$ cat src/design/fvn2d_pkg.sv
// Shared types and constants for the fractal value noise unit.
// No dependencies; used by the octave cell, the divider cell and the top level.
`default_nettype none
package fvn2d_pkg;
	localparam logic [31:0] K_X       = 32'd374761393;
	localparam logic [31:0] K_Z       = 32'd668265263;
	localparam logic [31:0] K_SEED    = 32'd362437;
	localparam logic [31:0] K_SALT    = 32'd1013904223;
	localparam logic [31:0] K_MIX     = 32'd1274126177;
	localparam logic [31:0] SEED_STEP = 32'd7919;

	// wide enough for the largest octave count the unit supports
	localparam int SUM_W  = 36;
	localparam int NORM_W = 21;
	localparam int Q_W    = 16;

	typedef enum logic [2:0] {
		REG_SEED    = 3'd0,
		REG_SALT    = 3'd1,
		REG_OCTAVES = 3'd2,
		REG_LACUN   = 3'd3,
		REG_PERSIST = 3'd4
	} cfg_reg_t;

	typedef struct packed {
		logic signed [31:0] x;
		logic signed [31:0] z;
		logic [15:0]        freq;
		logic [16:0]        amp;
		logic [SUM_W-1:0]   sum;
		logic [NORM_W-1:0]  norm;
	} cell_bus_t;

	typedef struct packed {
		cell_bus_t   bus;
		logic        act;
		logic [16:0] amp_now;
	} ride_t;

	typedef struct packed {
		logic [SUM_W-1:0]  rem;
		logic [NORM_W-1:0] norm;
		logic [Q_W-1:0]    quo;
		logic              zero;
	} div_bus_t;
endpackage
`default_nettype wire

$ cat src/design/fvn2d_div_cell.sv
// One quotient bit of the restoring divider that normalizes the octave sum.
// Depends on fvn2d_pkg.
`default_nettype none
module fvn2d_div_cell #(
	parameter int BIT = 0
) (
	input  wire                   clk,
	input  wire                   arst_n,
	input  wire                   en,
	input  wire                   in_vld,
	input  fvn2d_pkg::div_bus_t   in_bus,
	output logic                  out_vld,
	output fvn2d_pkg::div_bus_t   out_bus
);
	localparam int W = fvn2d_pkg::SUM_W + 1;

	logic [W-1:0] sh;
	logic         fit;
	fvn2d_pkg::div_bus_t nxt;

	assign sh  = W'(in_bus.norm) << BIT;
	assign fit = {1'b0, in_bus.rem} >= sh;

	always_comb begin
		nxt = in_bus;
		if (fit) begin
			nxt.rem      = fvn2d_pkg::SUM_W'({1'b0, in_bus.rem} - sh);
			nxt.quo[BIT] = 1'b1;
		end
	end

	always_ff @(posedge clk or negedge arst_n) begin
		if (!arst_n) begin
			out_vld <= 1'b0;
		end else if (en) begin
			out_vld <= in_vld;
		end
	end

	always_ff @(posedge clk) begin
		if (en) begin
			out_bus <= nxt;
		end
	end
endmodule
`default_nettype wire

$ cat config.mk
export PLATFORM = sky130hd
export DESIGN_NAME = fvn2d_div_cell
export DESIGN_NICKNAME = d
export VERILOG_FILES = /design/src/design/fvn2d_pkg.sv /design/src/design/fvn2d_div_cell.sv
export SDC_FILE = /design/constraint.sdc
export NUM_CORES = 1
export LEC_CHECK = 0
export BUFFER_PORTS_ARGS = -buffer_cell sky130_fd_sc_hd__buf_2
export CAP_MARGIN = 30
export CORE_MARGIN = 10
export CORE_UTILIZATION = 48
export DETAILED_ROUTE_END_ITERATION = 10
export GPL_TIMING_DRIVEN = 0
export PLACE_DENSITY = 0.78
export SYNTH_ARGS = -nofsm -noshare
export SYNTH_HDL_FRONTEND = slang
export SYNTH_SLANG_ARGS = --single-unit
$ cat constraint.sdc
create_clock -name clk -period 0.8 [get_ports clk]
set_input_delay 0.16 -clock clk [delete_from_list [all_inputs] [get_ports clk]]
set_output_delay 0.16 -clock clk [all_outputs]
set_load 0.01 [all_outputs]
; After elaboration in Yosys (flattened, before gate mapping)
; Index checks and enable logic that the tools add are counted.
[word_totals]
register_bits = 75
in_bits = 78
output_inout_bits = 75
elab_cells = 9
[op_classes]
add_sub_neg = 1
magnitude_cmp = 1
n_mux = 1
[ops]
columns = op, count
row1 = $ge 36x21->1, 1
row2 = $mux 36, 1
row3 = $sub 36x21->36, 1

; Longest topological paths before layout
; Gate-level depths: netlist (run 1).
[depth]
ltp_word = 2
ltp_mapped = 12
ltp_nobuf = 10

; Least setup slack after synthesis (run 1)
; OpenSTA, ideal clock, no wires.
[synth_timing]
kind = in2reg
startpoint = input in_bus[69] in the netlist's numbering
endpoint = register out_bus[46] in the netlist's numbering (data pin)
setup_ps = 260
t_arrival_ps = 2482
required_ps = 540
setup_slack_ps = -1942
stages = 7
n_path_buf = 1
cell_sequence = nor4_2 > or4b_1 > or4_1 > a2111o_1 > nor2_4 > buf_6 > mux2_2
[synth_rtl]
columns = item, line
row1 = "start, declared", fvn2d_div_cell.sv:11  ; input fvn2d_pkg::div_bus_t in_bus,
row2 = "end signal, assigned", fvn2d_div_cell.sv:42  ; out_bus <= nxt;
row3 = "end, declared", fvn2d_div_cell.sv:13  ; output fvn2d_pkg::div_bus_t out_bus

==> out/results.ini, run 1 <==
[power_and_ir_drop]
peakVddDrop_mv=0.948
p_leak_uw=0.00267
p_per_area_nw_per_um2=1730
finalPower_uw=11000

[die]
die_width_um=113
initial_core_util_pct=49.8
rows=33
coreArea_um2=8300
die_y_um=113
dieArea_um2=12700
ioPinCount=153

[layout]
area_growth_pct=54.7
final_common_cell=buf_2
final_cell_mix=146 x buf_2, 74 x edfxtp_1, 34 x dlygate4sd3_1
utilization_pct=77.0
antenna_cells=0
nNetsFinal=684
final-instance-count-excl-fill=694
drive_gt1_share_pct=47.0

[sta]
relSlewSlack_pct=67.0
slew_violations=0
setup_viol=112
fmax_mhz=394
fin_crit_sh_pct=317
period_needed_ns=2.54
finalHoldViolations=0
grt_setup_unrepaired=yes
skew_ns=0
worst_slew_pin_slew_ns=0.493
setup_slack_ns=-1.74

[worst_setup_path]
rr_endpoint=out_vld
reg2regPathDepth=1
r2r_slack_ns=0.05
arrival_ns=2.66
worstPathMaxFanout=6
endpoint_kind=register
worstSetupPathType=in -> reg
r2r-start=out_vld
cp-start-kind=input port
cp.required_ns=0.92

[min_path]
hold_start=in_bus[21]
min-delay-path-class=in -> reg
min_path_cells=1
hold_end=out_bus[21]

[placement]
numPortBuffers=152
gp_congestion=0.831
dp_hpwl_um=9090
place_inst=628
pre_cts_slack_ns=-2.45

[synth]
synth_async_sr_flop_share_pct=1.33
synth_edf_count=74
syn_area_um2=4130
synth_cells=370
syn_nets=470
yosys_warnings=0
ys_seq_area_share_pct=54.4
syn_avg_cell_area_um2=11.2
synth_ff_type=edfxtp_1
synth-seq-cells=75
synth_cell_types=55
synth_top_area_share_pct=53.8
synthTopCellsByArea=edfxtp_1 54%, ha_1 6.4%, nand2_1 4.1%
yosysTopAreaCell=edfxtp_1

[route]
vias_per_cell=5.51
wl_um=13500
drc=0
wire_per_inst_um=19.5
dr.pass1.iters=6
final_antenna_net_count=0
drt_first_iter_violations=193
num_vias=3821

[clock_network]
clkTransAtPathRegs_ns=0.09
cts_buffers=9
cts_max_path_buffers=2
cts.sinks=75
htreeDepth=3
cts-root-buf=clkbuf_8
cts_tree=done
insertion_delay_ns=0.36

[global_routing]
grt_pass1_wl_um=19700
grt_pass1_vias=3812
grt_util_all_layers_pct=19.0
grt_antenna_before_repair=0
grt.overflow.total=0
grt_start_max_net_pins=76

[status]
failed_checks=setup timing
status=finished with violations

[flow_run]
maxCapViolCount=0

state kept, by name (all words and copies together), names as in the netlist:
register and count:
out_bus 74, out_vld 1
power by group:
part	switching (µW)	leakage, µW	internal, µW
clock network	1670	0.0000988	1500
logic	1620	0.00183	1360
registers	95.0	0.000736	4810
total	3380	0.00267	7670
timing repair:
item | CTS | global route
endpoints found under the hold margin | 32 | 2
gates resized for setup | 21 | 88
hold buffers | 32 | 2
endpoints found under the setup margin | 187 | 113
buffers inserted | 4 | 12
gates cloned | 1 | 1
pin swaps | 6 | 25
metal layers:
metal | vias to the layer above | track usage (%) | share of wire, %
li1 | 1800 | - | -
met1 | 1831 | 22.3 | 39
met2 | 166 | 32.9 | 53
met3 | 24 | 4.49 | 7.0
met4 | 0 | 7.02 | 1.7
met5 | - | 0 | 0
cell type report:
class                      instances  area (µm²)
multi-input combinational        257        2280
sequential                        75        2250
fill                             533        1910
timing repair buffer             205        1320
tap                              105         131
inverter                          29         126
clock buffer                       9         124
clock inverter                     7        82.6
buffer                             7        78.8
Yosys cell counts (2+ instances only):
| master | count |
|---|---|
| inv_1 | 29 |
| o21ai_1 | 3 |
| nand2b_1 | 3 |
| xnor2_1 | 11 |
| o21ai_0 | 27 |
| mux2_2 | 2 |
| a31oi_1 | 2 |
| or3_1 | 4 |
| xor2_1 | 19 |
| buf_4 | 2 |
| a21boi_0 | 2 |
| a221oi_1 | 2 |
| o41ai_1 | 2 |
| nor4b_1 | 4 |
| nor3_1 | 9 |
| or4_1 | 3 |
| o31ai_1 | 4 |
| nand4_1 | 3 |
| o21a_1 | 4 |
| a211oi_1 | 4 |
| nor2_1 | 17 |
| nand3_1 | 4 |
| nand4b_1 | 2 |
| nor2b_1 | 4 |
| nor4_1 | 3 |
| a21oi_1 | 18 |
| a21o_1 | 7 |
| ha_1 | 21 |
| edfxtp_1 | 74 |
| a211o_1 | 3 |
| or2_2 | 3 |
| buf_2 | 2 |
| clkbuf_1 | 4 |
| nand2_1 | 45 |
| or4b_1 | 2 |
| and2_1 | 3 |
worst max-delay path by stage:
stage,from,cells past startpoint,end
2_1_floorplan,in_bus[70],7,out_bus[46]
6_report,in_bus[67],8,out_bus[46]
4_1_cts,in_bus[69],8,out_bus[46]
5_1_grt,in_bus[67],8,out_bus[46]
3_5_place_dp,in_bus[27],11,out_bus[61]
3_3_place_gp,in_bus[19],10,out_bus[61]
kinds of logic (layout without fill, tap and decap cells):
kind of cell / count (synthesis) / in the layout / share of synthesized area (%)
AO/OA/AOI/OAI: 88 / 88 / 13.7
XOR/XNOR: 30 / 30 / 6.36
adder cells (fa/ha/maj): 22 / 22 / 6.84
buffers and inverters: 38 / 257 / 3.87
flip-flops: 75 / 75 / 54.4
multiplexers: 2 / 2 / 0.545
AND/OR/NAND/NOR: 115 / 115 / 14.3
critical path, cell delays in order:
cell      delay, ns
buf_8          0.11
nor4_4         0.31
or4b_4         0.50
or4_4          0.51
a2111o_1       0.35
nor2_4         0.23
buf_8          0.18
mux2_4         0.30
stage by stage:
| step | TNS, ns | area [µm²] | hold WS, ns |
|---|---|---|---|
| after floorplan | -62.22 | 4340 | -0.136 |
| after global placement | -152.07 | 5230 | -0.0652 |
| after detailed placement | -117.49 | 5240 | -0.0641 |
| after CTS | -77.44 | 5900 | 0.00174 |
| after global routing | -83.05 | 6390 | 0.00669 |
| final | -78.25 | 6390 | 0.0181 |
No activity file was read; power rests on OpenSTA's default activity.
==> run 2, diff against run 1 <==
--- a/config.mk
+++ b/config.mk
@@ -8,10 +8,10 @@
 export BUFFER_PORTS_ARGS = -buffer_cell sky130_fd_sc_hd__buf_2
 export CAP_MARGIN = 30
 export CORE_MARGIN = 10
-export CORE_UTILIZATION = 48
+export CORE_UTILIZATION = 40
 export DETAILED_ROUTE_END_ITERATION = 10
 export GPL_TIMING_DRIVEN = 0
-export PLACE_DENSITY = 0.78
+export PLACE_DENSITY = 0.67
 export SYNTH_ARGS = -nofsm -noshare
 export SYNTH_HDL_FRONTEND = slang
 export SYNTH_SLANG_ARGS = --single-unit
==> run 2 against run 1 <==
Net effect: the run still ends with setup timing left; cell count up 5.5%; count of clock-buffer cells in the layout unchanged; combinational power down 3%.
==> out/results.ini, run 2 (same netlist as run 1, synthesis figures left out) <==
[status]
status=finished with violations
failed_checks=setup timing

[global_routing]
grt_start_max_net_pins=76  ; unchanged
grt.overflow.total=0  ; unchanged
grt_pass1_wl_um=19000  ; -3.7%
grt_antenna_before_repair=0  ; unchanged
grt_pass1_vias=3731  ; -2.1%
grt_util_all_layers_pct=16.2  ; -2.8 points

[route]
drt_first_iter_violations=303  ; +57%
vias_per_cell=5.09  ; -7.5%
num_vias=3728  ; -2.4%
drc=0  ; unchanged
wire_per_inst_um=17.6  ; -10%
wl_um=12900  ; -5.1%
final_antenna_net_count=0  ; unchanged
dr.pass1.iters=5  ; -1

[placement]
numPortBuffers=152  ; unchanged
pre_cts_slack_ns=-2.52  ; -0.0685 ns
gp_congestion=0.898  ; +8.0%
dp_hpwl_um=8930  ; -1.7%
place_inst=659  ; +4.9%
postPlaceCellArea_um2=5280  ; +0.74%

[sta]
worst_slew_pin_slew_ns=0.557  ; +0.0635 ns
fmax_mhz=403  ; +2.3%
setup_viol=112  ; unchanged
skew_ns=0  ; unchanged
grt_setup_unrepaired=yes
setup_slack_ns=-1.68  ; +0.0575 ns
period_needed_ns=2.48  ; -0.0575 ns
relSlewSlack_pct=62.9  ; -4.1 points
finalHoldViolations=0  ; unchanged
fin_crit_sh_pct=310  ; -7.2 points
slew_violations=0  ; unchanged
holdWs_ns=0.0115  ; -0.00658 ns

[layout]
seq_area_um2=2250  ; unchanged
final-instance-count-excl-fill=732  ; +5.5%
drive_gt1_share_pct=44.9  ; -2.2 points
top_register=out_bus
final_cell_mix=146 x buf_2, 74 x edfxtp_1, 40 x nand2_1
final_common_cell=buf_2
area_growth_pct=54.5  ; about the same
utilization_pct=62.7  ; -14 points
fillers=823  ; +54%
top_regs=out_bus (74), out_vld (1)
nNetsFinal=690  ; +0.88%
multi_input_area_um2=2210  ; -3.3%
largest_reg_flops=74  ; unchanged
final_cell_area_um2=6390  ; about the same

[min_path]
min-delay-path-class=in -> reg

[worst_setup_path]
cpPeakStageDelay_ns=0.54  ; +0.03 ns
crit_chain=buf_2 > or3_1 > or2_2 > or4_4 > a2111o_1 > nor2_4 > buf_6 > mux2_4
cp-start-kind=input port
worstSetupPathType=in -> reg
endpoint_kind=register
worstPathMaxFanout=7  ; +1
arrival_ns=2.59  ; -0.07 ns
critPathSlowestCell=or4_4
cp.required_ns=0.91  ; about the same

[die]
die_y_um=122  ; +7.9%
dieArea_um2=14800  ; +16%
initial_core_util_pct=40.6  ; -9.2 points
die_width_um=122  ; +7.9%
rows=37  ; +12%
ioPinCount=153  ; unchanged
coreArea_um2=10200  ; +23%

[clock_network]
cts.sinks=75  ; unchanged
cts_max_path_buffers=2  ; unchanged
htreeDepth=3  ; unchanged
insertion_delay_ns=0.36  ; about the same
cts-root-buf=clkbuf_8
cts_tree=done
clkTransAtPathRegs_ns=0.09  ; about the same
cts_buffers=9  ; unchanged

[power_and_ir_drop]
p_per_area_nw_per_um2=1670  ; -3.5%
peakVddDrop_mv=0.990  ; +4.4%
p_leak_uw=0.00266  ; -0.30%

[flow_run]
maxCapViolCount=0  ; unchanged

## run 2: what timing repair did
action                     CTS  global route
gates resized for setup     28            56
hold endpoints to repair    34             1
gates cloned                 1             0
pin swaps                   13            21
buffers inserted            11             9
hold buffers                34             1
setup endpoints to repair  187           112
## run 2: path summary, 6_finish.rpt
check	to	slack (ns)	start	depth (start not counted)
worst max-delay path	out_bus[46]	-1.68	in_bus[62]	8
worst min-delay path	out_bus[18]	0.01	in_bus[18]	1
worst max register to register	out_vld	0.05	out_vld	1
worst min register to register	out_vld	0.52	out_vld	1
max in group asynchronous	out_vld	0.62	arst_n	2
min in group asynchronous	out_vld	0.09	arst_n	2
## run 2: critical path: cells and delay by family
family,cells,cell delay (ns)
AND/OR/NAND/NOR,4,1.46
AO/OA/AOI/OAI,1,0.35
multiplexers,1,0.31
buffers and inverters,2,0.31
## run 2: power breakdown
part	leakage, µW	switching [µW]	internal [µW]
registers	0.000736	92.6	4810
clock network	0.0000951	1660	1200
logic	0.00183	1560	1330
total	0.00266	3310	7340
## run 2: through the flow
| stage | power, µW | TNS [ns] |
|---|---|---|
| after floorplan | 6350 | -62.22 |
| after global placement | 7300 | -152.47 |
| after detailed placement | 7340 | -117.08 |
| after CTS | 10500 | -76.15 |
| after global routing | 11200 | -82.18 |
| final | 10600 | -75.61 |
## run 2: final cells by class
class / count / area share (%)
repair buffers: 209 / 21.1
diodes: 1 / 0.0392
plain buffers: 9 / 1.41
inverters: 29 / 2.02
clock inverters: 7 / 1.10
clock buffers: 9 / 1.94
well taps: 136 / 2.66
flip-flops and latches: 75 / 35.2
multi-input cells: 257 / 34.6
## run 2: layer usage
layer  wire length, µm  vias to the layer above  GRT usage, %
met1              5040                     1738          18.2
met2              6590                      139          28.0
met5                 0                        -             0
met4               262                        0          6.33
li1                  -                     1829             -
met3               956                       22          4.95
==> run 3, diff against run 2 <==
--- a/config.mk
+++ b/config.mk
@@ -15,3 +15,4 @@
 export SYNTH_ARGS = -nofsm -noshare
 export SYNTH_HDL_FRONTEND = slang
 export SYNTH_SLANG_ARGS = --single-unit
+export TNS_END_PERCENT = 1
==> run 3 against run 2 <==
Net effect: the flow still finishes with violations (setup timing); largest cell class unchanged; largest power group unchanged; sequential cell count did not move; non-clock buffer count fell by 11; register-to-register slack barely moved.
==> out/results.ini, run 3 (same netlist as run 1, synthesis figures left out) <==
[worst_setup_path]
reg2regPathDepth=1  ; unchanged
cp-start-kind=input port
cp_top_family=simple AND/OR/NAND/NOR gates
arrival_ns=2.55  ; -0.04 ns
cpPeakStageDelay_ns=0.50  ; -0.04 ns
crit_chain=buf_8 > nor4_4 > or4b_4 > or4_4 > a2111o_1 > nor2_4 > buf_6 > mux2_4
worstSetupPathType=in -> reg
endpoint_kind=register
r2r_slack_ns=0.06  ; about the same
critPathSlowestCell=or4b_4
rr_endpoint=out_vld
worstPathMaxFanout=6  ; -1
cp.required_ns=0.94  ; +0.03 ns
r2r-start=out_vld
path_buf_inv=2  ; unchanged

[global_routing]
grt_start_max_net_pins=76  ; unchanged
grt_util_all_layers_pct=16.1  ; -0.028 points
grt_antenna_before_repair=2  ; +2
grt.overflow.total=0  ; unchanged
grt_pass1_vias=3742  ; +0.29%
grt_pass1_wl_um=18800  ; -0.69%

[layout]
drive_gt1_share_pct=41.0  ; -3.8 points
top_regs=out_bus (74), out_vld (1)
final-instance-count-excl-fill=723  ; -1.2%
utilization_pct=60.1  ; -2.6 points
final_cell_area_um2=6120  ; -4.1%
final_common_cell=buf_2
area_growth_pct=48.2
top_register=out_bus
multi_input_area_um2=2090  ; -5.3%
final_cell_mix=149 x buf_2, 74 x edfxtp_1, 44 x nand2_1
nNetsFinal=680  ; -1.4%
largest_reg_flops=74  ; unchanged
fillers=882  ; +7.2%
seq_area_um2=2250  ; unchanged

[placement]
postPlaceCellArea_um2=5100  ; -3.3%
place_inst=659  ; unchanged
numPortBuffers=152  ; unchanged
pre_cts_slack_ns=-2.48  ; +0.0416 ns
gp_congestion=0.830  ; -7.6%
dp_hpwl_um=8900  ; -0.31%

[sta]
fmax_mhz=415  ; +2.8%
slew_violations=0  ; unchanged
finalHoldViolations=0  ; unchanged
period_needed_ns=2.41  ; -0.0685 ns
relSlewSlack_pct=63.9  ; +1.0 points
setup_slack_ns=-1.61  ; +0.0685 ns
skew_ns=0  ; unchanged
setup_viol=112  ; unchanged
grt_setup_unrepaired=yes
worst_slew_pin_slew_ns=0.541  ; -0.0153 ns
fin_crit_sh_pct=301  ; -8.6 points
timing.setup.tns_ns=-74.19  ; +1.42 ns

[power_and_ir_drop]
p_leak_uw=0.00257  ; -3.2%
p_per_area_nw_per_um2=1710  ; +2.5%
peakVddDrop_mv=0.783  ; -21%

[route]
wl_um=12400  ; -3.7%
drc=0  ; unchanged
final_antenna_net_count=0  ; unchanged
vias_per_cell=5.10  ; about the same
dr.pass1.iters=4  ; -1
highest_layer=met4
wl_met1_um=4870  ; -3.4%
wire_per_inst_um=17.1  ; -2.5%
route.met2.wl_um=6290  ; -4.5%
drt_first_iter_violations=270  ; -11%
wl_met3_um=867  ; -9.3%
num_vias=3685  ; -1.2%

[die]
dieArea_um2=14800  ; unchanged
initial_core_util_pct=40.6  ; unchanged
coreArea_um2=10200  ; unchanged
ioPinCount=153  ; unchanged
rows=37  ; unchanged
die_y_um=122  ; unchanged
die_width_um=122  ; unchanged

[clock_network]
cts_tree=done
insertion_delay_ns=0.37  ; about the same
cts.sinks=75  ; unchanged
clkTransAtPathRegs_ns=0.09  ; about the same
cts_max_path_buffers=2  ; unchanged
htreeDepth=3  ; unchanged
cts-root-buf=clkbuf_8
cts_buffers=9  ; unchanged

[flow_run]
maxCapViolCount=0  ; unchanged

[min_path]
hold_end=out_vld
min-delay-path-class=in -> reg
hold_start=in_vld
min_path_cells=2  ; +1

[status]
status=finished with violations
failed_checks=setup timing

==> run 3: how the worst max path moves through the flow <==
stage	startpoint	end	slack (ns)	cells past startpoint
global placement	in_bus[27]	out_bus[61]	-2.47	10
detailed placement	in_bus[27]	out_bus[61]	-2.48	11
global route	in_bus[69]	out_bus[46]	-1.70	8
finish	in_bus[69]	out_bus[46]	-1.61	8
CTS	in_bus[38]	out_bus[64]	-1.61	12
floorplan	in_bus[70]	out_bus[46]	-1.84	7
==> run 3: timing repair <==
item | CTS | global route
hold buffers | 37 | 0
setup buffers | 6 | 5
pin swaps | 12 | 11
endpoints found under the hold margin | 37 | 0
setup endpoints to repair | 187 | 112
cloned | 2 | 0
gates resized for setup | 45 | 34
==> run 3: where the power goes <==
group,internal (µW),switching (µW)
clock,1210,1690
sequential,4810,87.6
combinational,1210,1470
total,7230,3240
==> run 3: through the flow <==
stage / total power, µW / hold slack (ns)
6_report: 10500 / 0.0175
5_1_grt: 11000 / 0.0138
4_1_cts: 10400 / 0.0123
3_5_place_dp: 7200 / -0.0641
3_3_place_gp: 7160 / -0.0657
2_1_floorplan: 6230 / -0.136
==> run 3: layout make-up <==
class | instances | share of cell area [%]
well taps | 136 | 2.78
diodes | 2 | 0.0817
plain buffers | 5 | 0.858
inverters | 29 | 1.78
clock inverters | 7 | 1.14
flip-flops and latches | 75 | 36.7
repair buffers | 202 | 20.5
multi-input cells | 258 | 34.2
clock buffers | 9 | 2.02
==> run 3: routing by layer <==
layer | up-vias | GRT usage, %
met2 | 116 | 27.4
met1 | 1749 | 18.0
met4 | 0 | 7.82
met5 | - | 0
li1 | 1799 | -
met3 | 21 | 5.09
